File: src/hdl/cfd_pkg.sv
// Shared types, constants and the CRC-8 byte step for the COBS deframer.
package cfd_pkg;

   // Receiver phase, one-hot
   typedef enum logic [2:0] {
      PH_HUNT    = 3'b001,
      PH_HEADER  = 3'b010,
      PH_PAYLOAD = 3'b100
   } phase_type;

   // Error codes carried in an error result
   localparam logic [1:0] ERR_HDR_CRC  = 2'd0;
   localparam logic [1:0] ERR_RAW_ZERO = 2'd1;
   localparam logic [1:0] ERR_TOO_LONG = 2'd2;
   localparam logic [1:0] ERR_EMPTY    = 2'd3;

   // Configuration register indexes
   localparam int unsigned CSR_IDX_W = 1;
   localparam logic [CSR_IDX_W-1:0] CSR_SYNC_VALUE  = 1'b0;
   localparam logic [CSR_IDX_W-1:0] CSR_MAX_PAYLOAD = 1'b1;

   localparam logic [7:0] SYNC_RESET     = 8'h00;
   localparam logic [7:0] MAX_PAY_RESET  = 8'hFF;

   // CRC-8/AUTOSAR
   localparam logic [7:0] CRC_POLY   = 8'h2F;
   localparam logic [7:0] CRC_INIT   = 8'hFF;
   localparam logic [7:0] CRC_XOROUT = 8'hFF;

   // Header byte positions after sync
   localparam logic [1:0] HDR_SERVICE = 2'd0;
   localparam logic [1:0] HDR_LENGTH  = 2'd1;
   localparam logic [1:0] HDR_OFFSET  = 2'd2;
   localparam logic [1:0] HDR_CRC     = 2'd3;

   typedef struct packed {
      phase_type  phase;
      logic [1:0] hdr_idx;
      logic [7:0] service;
      logic [7:0] length;
      logic [7:0] crc;
      logic [7:0] count;
      logic [7:0] zero_dist;
   } frame_state_type;

   typedef struct packed {
      logic       is_error;
      logic [7:0] data;
      logic [7:0] service;
      logic       last;
      logic [1:0] code;
   } result_type;

   // One byte through the MSB-first CRC, eight shift steps
   function automatic logic [7:0] crc8_step(input logic [7:0] crc, input logic [7:0] b);
      logic [7:0] c;
      c = crc ^ b;
      for (int k = 0; k < 8; k++) begin
         if (c[7]) begin
            c = {c[6:0], 1'b0} ^ CRC_POLY;
         end else begin
            c = {c[6:0], 1'b0};
         end
      end
      return c;
   endfunction

endpackage

File: src/hdl/cfd_step.sv
// Per-byte next-state and result logic of the deframer.
module cfd_step (
   input  cfd_pkg::frame_state_type cur,
   input  logic [7:0]               in_byte,
   input  logic [7:0]               sync_value,
   input  logic [7:0]               max_payload,
   output cfd_pkg::frame_state_type nxt,
   output logic                     emit,
   output cfd_pkg::result_type      res
);

   logic [7:0] crc_final;
   logic [7:0] crc_chk;
   logic [7:0] count_inc;

   assign crc_final = cur.crc ^ cfd_pkg::CRC_XOROUT;
   assign crc_chk   = (crc_final == 8'h00) ? 8'hFF : crc_final;
   assign count_inc = cur.count + 8'd1;

   always_comb begin
      nxt  = cur;
      emit = 1'b0;
      res  = '0;
      case (cur.phase)
         cfd_pkg::PH_HEADER: begin
            if (cur.hdr_idx != cfd_pkg::HDR_CRC) begin
               case (cur.hdr_idx)
                  cfd_pkg::HDR_SERVICE: nxt.service   = in_byte;
                  cfd_pkg::HDR_LENGTH:  nxt.length    = in_byte;
                  default:              nxt.zero_dist = in_byte;
               endcase
               nxt.crc     = cfd_pkg::crc8_step(cur.crc, in_byte);
               nxt.hdr_idx = cur.hdr_idx + 2'd1;
            end else begin
               nxt.hdr_idx = '0;
               nxt.count   = '0;
               if (crc_chk != in_byte) begin
                  emit      = 1'b1;
                  res.code  = cfd_pkg::ERR_HDR_CRC;
                  nxt.phase = cfd_pkg::PH_HUNT;
               end else if (cur.length == 8'h00) begin
                  emit      = 1'b1;
                  res.code  = cfd_pkg::ERR_EMPTY;
                  nxt.phase = cfd_pkg::PH_HUNT;
               end else if (cur.length > max_payload) begin
                  emit      = 1'b1;
                  res.code  = cfd_pkg::ERR_TOO_LONG;
                  nxt.phase = cfd_pkg::PH_HUNT;
               end else begin
                  nxt.phase = cfd_pkg::PH_PAYLOAD;
               end
               res.is_error = emit;
            end
         end
         cfd_pkg::PH_PAYLOAD: begin
            emit = 1'b1;
            if (in_byte == 8'h00) begin
               // raw zero is illegal inside stuffed payload
               res.is_error = 1'b1;
               res.code     = cfd_pkg::ERR_RAW_ZERO;
               nxt.phase    = cfd_pkg::PH_HUNT;
               nxt.hdr_idx  = '0;
               nxt.count    = '0;
            end else begin
               if (cur.zero_dist == 8'd1) begin
                  res.data      = 8'h00;
                  nxt.zero_dist = in_byte;
               end else begin
                  res.data      = in_byte;
                  nxt.zero_dist = cur.zero_dist - 8'd1;
               end
               res.service = cur.service;
               nxt.count   = count_inc;
               if (count_inc == cur.length) begin
                  res.last    = 1'b1;
                  nxt.phase   = cfd_pkg::PH_HUNT;
                  nxt.hdr_idx = '0;
                  nxt.count   = '0;
               end
            end
         end
         default: begin
            nxt.phase = cfd_pkg::PH_HUNT;
            if (in_byte == sync_value) begin
               nxt.phase   = cfd_pkg::PH_HEADER;
               nxt.hdr_idx = '0;
               nxt.crc     = cfd_pkg::CRC_INIT;
            end
         end
      endcase
   end

endmodule

File: src/hdl/crc_framed_zero_stuffed_deframer.sv
// Sync-led COBS deframer with CRC-8/AUTOSAR header: top level.
// An accepted byte is held in the input register; any result it makes is registered in the result register.
// Throughput: one byte per cycle; the input register advances whenever the
//   result register is empty or being drained.
// Reset (synchronous, active high): hunting for sync, sync_value 0,
//   max_payload 255, no byte held, no result pending.
module crc_framed_zero_stuffed_deframer (
   input  logic                         clock,
   input  logic                         reset,
   // input byte channel
   input  logic                         req_valid,
   output logic                         req_ready,
   input  logic [7:0]                   req_in_byte,
   // result channel
   output logic                         rsp_valid,
   input  logic                         rsp_ready,
   output logic                         rsp_is_error,
   output logic [7:0]                   rsp_out_data,
   output logic [7:0]                   rsp_service_id,
   output logic                         rsp_last_byte,
   output logic [1:0]                   rsp_error_code,
   // configuration writes
   input  logic                         csr_write_en,
   input  logic [cfd_pkg::CSR_IDX_W-1:0] csr_index,
   input  logic [7:0]                   csr_wdata
);

   // config registers
   logic [7:0] sync_ff, sync_in;
   logic [7:0] max_pay_ff, max_pay_in;

   // input register (one byte transaction held)
   logic       in_valid_ff, in_valid_in;
   logic [7:0] in_byte_ff, in_byte_in;

   // frame state
   cfd_pkg::frame_state_type state_ff, state_in, state_nxt;

   // result register
   logic                 out_valid_ff, out_valid_in;
   cfd_pkg::result_type  out_ff, out_in, step_res;
   logic                 step_emit;

   logic advance;

   // The held byte moves on when the result slot is free or being taken.
   assign advance   = in_valid_ff && (!out_valid_ff || rsp_ready);
   assign req_ready = !in_valid_ff || advance;

   cfd_step u_step (
      .cur         (state_ff),
      .in_byte     (in_byte_ff),
      .sync_value  (sync_ff),
      .max_payload (max_pay_ff),
      .nxt         (state_nxt),
      .emit        (step_emit),
      .res         (step_res)
   );

   always_comb begin
      sync_in    = sync_ff;
      max_pay_in = max_pay_ff;
      if (csr_write_en) begin
         case (csr_index)
            cfd_pkg::CSR_SYNC_VALUE:  sync_in    = csr_wdata;
            cfd_pkg::CSR_MAX_PAYLOAD: max_pay_in = csr_wdata;
            default: ;
         endcase
      end

      // input side
      in_valid_in = in_valid_ff;
      in_byte_in  = in_byte_ff;
      if (req_valid && req_ready) begin
         in_valid_in = 1'b1;
         in_byte_in  = req_in_byte;
      end else if (advance) begin
         in_valid_in = 1'b0;
      end

      // state moves only when a byte is consumed
      state_in = advance ? state_nxt : state_ff;

      // result side: hunting and header bytes leave the slot empty, but a failed header check byte emits an error
      out_valid_in = out_valid_ff;
      out_in       = out_ff;
      if (advance) begin
         out_valid_in = step_emit;
         if (step_emit) begin
            out_in = step_res;
         end
      end else if (rsp_ready) begin
         out_valid_in = 1'b0;
      end
   end

   always_ff @(posedge clock) begin
      if (reset) begin
         sync_ff            <= cfd_pkg::SYNC_RESET;
         max_pay_ff         <= cfd_pkg::MAX_PAY_RESET;
         in_valid_ff        <= 1'b0;
         out_valid_ff       <= 1'b0;
         state_ff.phase     <= cfd_pkg::PH_HUNT;
         state_ff.hdr_idx   <= '0;
         state_ff.service   <= '0;
         state_ff.length    <= '0;
         state_ff.crc       <= cfd_pkg::CRC_INIT;
         state_ff.count     <= '0;
         state_ff.zero_dist <= '0;
      end else begin
         sync_ff      <= sync_in;
         max_pay_ff   <= max_pay_in;
         in_valid_ff  <= in_valid_in;
         out_valid_ff <= out_valid_in;
         state_ff     <= state_in;
      end
   end

   // payload registers, no reset needed
   always_ff @(posedge clock) begin
      in_byte_ff <= in_byte_in;
      out_ff     <= out_in;
   end

   assign rsp_valid      = out_valid_ff;
   assign rsp_is_error   = out_ff.is_error;
   assign rsp_out_data   = out_ff.data;
   assign rsp_service_id = out_ff.service;
   assign rsp_last_byte  = out_ff.last;
   assign rsp_error_code = out_ff.code;

endmodule
File: config.mk
export PLATFORM = sky130hd
export DESIGN_NAME = crc_framed_zero_stuffed_deframer
export DESIGN_NICKNAME = d
export VERILOG_FILES = /design/src/hdl/cfd_pkg.sv /design/src/hdl/cfd_step.sv /design/src/hdl/crc_framed_zero_stuffed_deframer.sv
export SDC_FILE = /design/constraint.sdc
export NUM_CORES = 1
export LEC_CHECK = 0
export BUFFER_PORTS_ARGS = -buffer_cell sky130_fd_sc_hd__buf_4
export CAP_MARGIN = 20
export CORE_ASPECT_RATIO = 0.75
export CORE_MARGIN = 8
export CORE_UTILIZATION = 59
export DETAILED_ROUTE_END_ITERATION = 7
export PLACE_DENSITY = 0.78
export SYNTH_ARGS = -nofsm -noshare
export SYNTH_HDL_FRONTEND = slang
export SYNTH_SLANG_ARGS = --single-unit
File: constraint.sdc
create_clock -name clock -period 7.02 [get_ports clock]
set_clock_uncertainty 0.2 [all_clocks]
set_input_delay 0 -clock clock [delete_from_list [all_inputs] [get_ports clock]]
set_output_delay 0 -clock clock [all_outputs]
set_load 0.05 [all_outputs]
==> results of run 1 <==
-- worst max-delay path: stages (launching register included) --
cell       delay, ps
edfxtp_1         600
xnor2_1          390
nor3_1            90
a41o_1           260
o2111ai_1        120
nand3_1          180
a21oi_2          830
-- kinds of logic (layout without fill, tap and decap cells) --
kind of cell | after synthesis | count (layout) | share of synthesized area [%]
AOI/OAI and AO/OA | 114 | 114 | 16.0
xor gates and xnor gates | 41 | 41 | 7.73
adders and majority gates | 14 | 14 | 3.62
buffers and inverters | 52 | 111 | 4.42
DFF | 91 | 91 | 43.5
muxes | 10 | 10 | 2.10
and+or+nand+nor | 214 | 214 | 22.7
-- what timing repair did --
action / CTS / global route
buffers inserted: 0 / 0
hold buffers: 29 / 0
gates resized for setup: 0 / 0
hold endpoints to repair: 52 / 0
-- per-layer routing --
metal  wire length [um]  GRT usage (%)  up-vias
li1                   -              -     2031
met1               5460           28.8     1995
met4                157           6.53        0
met5                  0              0        -
met3               1020           4.35       18
met2               5500           34.8      182
-- where the power goes --
group | switching (mW) | internal (mW) | total, mW
clock | 0.186 | 0.201 | 0.387
sequential | 0.0184 | 0.549 | 0.568
combinational | 0.0541 | 0.0529 | 0.107
-- stage by stage --
step	cell area [um2]	util, %	power [mW]	instances	hold WS [ps]
after floorplan	4840	-	0.641	536	-101
after global placement	5170	65.3	0.666	655	-21.0
after detailed placement	5170	65.3	0.670	655	-19.9
after CTS	5670	71.6	1.06	700	155
after global routing	5670	71.6	1.10	700	160
final	5670	71.6	1.06	700	169
-- state kept, by name, indices dropped and copies added, names as in the netlist --
name            flops
state_ff           45
rsp_valid           1
rsp_error_code      2
rsp_is_error        1
sync_ff             8
rsp_service_id      8
in_byte_ff          8
rsp_last_byte       1
in_valid_ff         1
max_pay_ff          8
rsp_out_data        8
-- cell type report --
| cell class | count | area [um2] |
|---|---|---|
| Clock buffer | 12 | 135 |
| Clock inverter | 4 | 75.1 |
| Fill cell | 625 | 2250 |
| Inverter | 22 | 82.6 |
| Multi-Input combinational cell | 393 | 2520 |
| Sequential cell | 91 | 2100 |
| Tap cell | 105 | 131 |
| Timing Repair Buffer | 73 | 621 |
-- placed cells by master, fill, tap and decap left out, drive strengths merged, types with 5 or more instances in the layout --
master / n
dfxtp: 63
nand2: 60
buf: 44
nand3: 42
a21oi: 38
nor2: 30
dlygate4sd3: 29
edfxtp: 28
inv: 22
xnor2: 22
and2: 20
xor2: 18
ha: 14
o21ai: 13
clkbuf: 12
a211oi: 10
nor2b: 9
mux2i: 9
or4: 9
nor3: 8
nand2b: 8
o22ai: 7
a21o: 7
o31ai: 6
nand4: 5
nor4: 5
a31oi: 5
-- path summary, 6_finish.rpt --
path | startpoint | endpoint | cells past startpoint
hold / removal | req_in_byte[3] | in_byte_ff[3] | 2
hold reg to reg | state_ff[37] | state_ff[37] | 2
setup / recovery | in_byte_ff[2] | rsp_service_id[5] | 6
setup reg to reg | in_byte_ff[2] | rsp_service_id[5] | 6
-- cells in the mapped netlist, types with 5 or more instances --
cell type | count | area share [%]
nor2b_1 | 9 | 1.2
mux2i_1 | 9 | 1.9
nand4_1 | 5 | 0.65
a21o_1 | 7 | 1.1
xor2_1 | 18 | 3.3
a211oi_1 | 10 | 1.6
o22ai_1 | 7 | 0.91
xnor2_1 | 22 | 4.0
nand3_1 | 42 | 4.3
nand2b_1 | 8 | 1.0
a31oi_1 | 5 | 0.65
clkbuf_1 | 19 | 1.5
nand2_1 | 59 | 4.6
buf_2 | 9 | 0.93
nor3_1 | 8 | 0.83
and2_1 | 20 | 2.6
o31ai_1 | 6 | 0.93
o21ai_0 | 11 | 1.1
ha_1 | 14 | 3.6
dfxtp_1 | 63 | 26
inv_1 | 22 | 1.7
or4_1 | 8 | 1.2
nor4_1 | 5 | 0.65
nor2_1 | 30 | 2.3
edfxtp_1 | 28 | 17
a21oi_1 | 37 | 3.8
==> results.sh, run 1 <==
export IMPL_outcome="complete, no violations"
export IMPL_initial_core_util_pct=61.1
export IMPL_cts_max_path_buffers=2
export IMPL_drc=0
export IMPL_finalCritPeriodShare_pct=43.3
export IMPL_tns_ps=0
export IMPL_peakVddDrop_mv=0.151
export IMPL_antennaDiodeCount=0
export IMPL_worst_slack_ps=3980
export IMPL_antenna_left=0
export IMPL_path_class="reg2reg"
export IMPL_rsz0062_at_grt="no"
export IMPL_cts_made_buffers=9
export IMPL_vias=4226
export IMPL_synth_distinct_cells=64
export IMPL_numPortBuffers=43
export IMPL_first_pass_iters=5
export IMPL_track_usage_pct=21.6
export IMPL_max_slew_margin_pct=30.1
export IMPL_clock_sinks=91
export IMPL_synth_top_flop_cell="dfxtp_1"
export IMPL_setup_violations=0
export IMPL_clk_pin_slew_worst_paths_ps=90
export IMPL_syn2layout_area_growth_pct=17.3
export IMPL_dp_hpwl_um=8100
export IMPL_drv_cap=0
export IMPL_synth_seq_cells=91
export IMPL_antenna_found_initial=0
export IMPL_synth_nets=572
export IMPL_insertion_delay_ps=360
export IMPL_pre_cts_ws_ps=4030
export IMPL_rows=28
export IMPL_ys_warnings_count=0
export IMPL_wl_per_cell_um=17.3
export IMPL_p_leak_nw=2.27
export IMPL_period_needed_ps=3040
export IMPL_drtIter0Drc=369
export IMPL_cts_tree="done"
export IMPL_hold_path_class="in2reg"
export IMPL_place_congestion=0.880
export IMPL_h_tree_depth=3
export IMPL_grt_pass1_vias=4010
export IMPL_die_area_um2=11400
export IMPL_die_width_um=121
export IMPL_nNetsFinal=626
export IMPL_clock_fmax_mhz=329
export IMPL_arrival_ps=2810
export IMPL_hold_violations=0
export IMPL_core_um2=7920
export IMPL_cp_start_kind="flop"
export IMPL_synthesis_area_um2=4840
export IMPL_endpoint_kind="flop"
export IMPL_synthArstFlopShare_pct=0
export IMPL_vias_per_cell=6.04
export IMPL_grt_max_degree=54
export IMPL_synth_edf_count=28
export IMPL_wirelength_um=12100
export IMPL_seq_area_frac_synth_pct=43.5
export IMPL_synth_area_per_cell_um2=9.02
export IMPL_gr_total_overflow=0
export IMPL_ios=44
export IMPL_final_layout_size_suffix_gt1_share_pct=12.6
export IMPL_grt_pass1_wl_um=19800
export IMPL_path_max_fanout=20
export IMPL_finalMaxSlewViolations=0
export IMPL_power_density_nw_per_um2=187
export IMPL_syn_inst=536
export IMPL_ff2ff_setup_slack_ps=3980
export IMPL_die_h_um=94.4
export IMPL_cp_data_required_time_ps=6800
export IMPL_worst_slew_pin_slew_ps=1050
export IMPL_root_buffer="clkbuf_8"
Note: power is estimated with default switching activity, not from simulation.
==> run 2, diff against run 1 <==
--- a/config.mk
+++ b/config.mk
@@ -9,9 +9,9 @@
 export CAP_MARGIN = 20
 export CORE_ASPECT_RATIO = 0.75
 export CORE_MARGIN = 8
-export CORE_UTILIZATION = 59
+export CORE_UTILIZATION = 54
 export DETAILED_ROUTE_END_ITERATION = 7
-export PLACE_DENSITY = 0.78
+export PLACE_DENSITY = 0.75
 export SYNTH_ARGS = -nofsm -noshare
 export SYNTH_HDL_FRONTEND = slang
 export SYNTH_SLANG_ARGS = --single-unit
==> constraint.sdc (replaced) <==
create_clock -name clock -period 2.5 [get_ports clock]
set_clock_uncertainty 0.2 [all_clocks]
set_input_delay 0 -clock clock [delete_from_list [all_inputs] [get_ports clock]]
set_output_delay 0 -clock clock [all_outputs]
set_load 0.05 [all_outputs]
==> results.sh, run 2 (same netlist as run 1, synthesis figures left out) <==
export IMPL_core_um2=8860
export IMPL_worst_slew_pin_slew_ps=839
export IMPL_antenna_found_initial=0
export IMPL_drv_cap=0
export IMPL_root_buffer="clkbuf_16"
export IMPL_path_class="reg2reg"
export IMPL_layout_common_cells="91 x buf_4, 61 x dfxtp_1, 59 x nand2_1, 41 x nand3_1, 36 x a21oi_1"
export IMPL_insertion_delay_ps=340
export IMPL_final_layout_size_suffix_gt1_share_pct=20.5
export IMPL_initial_core_util_pct=54.6
export IMPL_holdPathStages=2
export IMPL_rr_startpoint="state_ff[40]"
export IMPL_track_usage_pct=20.8
export IMPL_reg2reg_depth=8
export IMPL_worstHoldStart="req_in_byte[6]"
export IMPL_max_slew_margin_pct=43.9
export IMPL_clock_sinks=91
export IMPL_wirelength_um=12700
export IMPL_power_total_mw=3.47
export IMPL_numPortBuffers=43
export IMPL_nNetsFinal=680
export IMPL_syn2layout_area_growth_pct=30.3
export IMPL_peakVddDrop_mv=0.489
export IMPL_cp_data_required_time_ps=2520
export IMPL_antennaDiodeCount=0
export IMPL_hold_path_end="in_byte_ff[6]"
export IMPL_ios=44
export IMPL_dp_cells=709
export IMPL_first_pass_iters=5
export IMPL_place_congestion=0.915
export IMPL_finalCritPeriodShare_pct=95.6
export IMPL_vias=4377
export IMPL_die_h_um=98.0
export IMPL_path_max_fanout=16
export IMPL_clock_fmax_mhz=418
export IMPL_drc=0
export IMPL_grt_pass1_wl_um=20700
export IMPL_ff2ff_setup_slack_ps=110
export IMPL_dp_hpwl_um=8720
export IMPL_grt_pass1_vias=4260
export IMPL_endpoint_kind="flop"
export IMPL_outcome="complete, no violations"
export IMPL_r2r_end="state_ff[2]"
export IMPL_fin_cells=761
export IMPL_cts_tree="done"
export IMPL_cp_startpoint="state_ff[40]"
export IMPL_antenna_left=0
export IMPL_largest_reg_flops=45
export IMPL_cts_made_buffers=9
export IMPL_cp_start_kind="flop"
export IMPL_wl_per_cell_um=16.7
export IMPL_place_area_um2=5590
export IMPL_p_switching_mw=0.769
export IMPL_power_frac_clock_pct=44.1
export IMPL_gr_total_overflow=0
export IMPL_period_needed_ps=2390
export IMPL_grt_max_degree=28
export IMPL_internal_power_mw=2.70
export IMPL_power_density_nw_per_um2=551
export IMPL_top_register="state_ff"
export IMPL_cts_max_path_buffers=2
export IMPL_rows=30
export IMPL_p_leak_nw=2.62
export IMPL_finalMaxSlewViolations=0
export IMPL_pwr_share_seq_pct=45.5
export IMPL_hold_violations=0
export IMPL_die_area_um2=12300
export IMPL_arrival_ps=2410
export IMPL_drtIter0Drc=356
export IMPL_setup_violations=0
export IMPL_h_tree_depth=3
export IMPL_switching_share_pct=22.1
export IMPL_final_area_um2=6300
export IMPL_combinationalPowerShare_pct=10.4
export IMPL_clk_pin_slew_worst_paths_ps=60
export IMPL_die_width_um=125
export IMPL_hold_path_class="in2reg"
export IMPL_vias_per_cell=5.75
export IMPL_layout_commonest_cell="buf_4"
run 2: worst max-delay path: stages (launching register included):
cell	delay, ps
dfxtp_1	310
ha_1	210
or4b_4	480
or4_4	440
a21oi_4	150
buf_12	150
o21ai_0	90
a22oi_1	170
nor2_1	50
run 2: how the worst max path moves through the flow:
stage,cells past startpoint,end
after floorplan,7,rsp_error_code[0]
after global placement,7,state_ff[8]
after detailed placement,9,rsp_service_id[7]
after CTS,9,rsp_out_data[7]
after global routing,6,state_ff[40]
final,8,state_ff[2]
run 2: power groups by stage:
stage | Clock, mW | Sequential (mW) | Combinational (mW)
after floorplan | 0 | 1.59 | 0.215
after global placement | 0 | 1.61 | 0.290
after detailed placement | 0 | 1.61 | 0.300
after CTS | 1.54 | 1.58 | 0.339
after global routing | 1.61 | 1.58 | 0.391
final | 1.53 | 1.58 | 0.362
run 2: final cells by class:
type | count | area (um2)
clock buffers | 11 | 233
inverters | 22 | 82.6
clock inverters | 5 | 101
multi-input cells | 393 | 2560
flip-flops and latches | 91 | 2100
well taps | 112 | 140
repair buffers | 127 | 1080
fillers | 640 | 2550
run 2: what timing repair did:
| action | 4_1_cts | 5_1_grt |
|---|---|---|
| hold endpoints to repair | 38 | 0 |
| hold buffers | 32 | 0 |
| buffers inserted | 0 | 4 |
| endpoints found under the setup margin | 0 | 28 |
| resized for setup | 0 | 7 |
run 2: per-stage QoR:
step | utilization, % | hold WS (ps) | TNS (ps) | setup slack, ps
floorplan | - | -101 | 0 | 40.4
global placement | 63.1 | -21.4 | 0 | 122
detailed placement | 63.1 | -20.5 | 0 | 82.9
CTS | 70.5 | 166 | 0 | 68.0
global route | 71.2 | 171 | -1.90 | -1.90
finish | 71.2 | 180 | 0 | 110
run 2: routing by layer:
metal  track usage, %  up-vias  wire, um
met4             5.78        0       158
li1                 -     2134         -
met3             5.88       18      1020
met5                0        -         0
met2             35.7      178      6030
met1             25.1     2047      5510
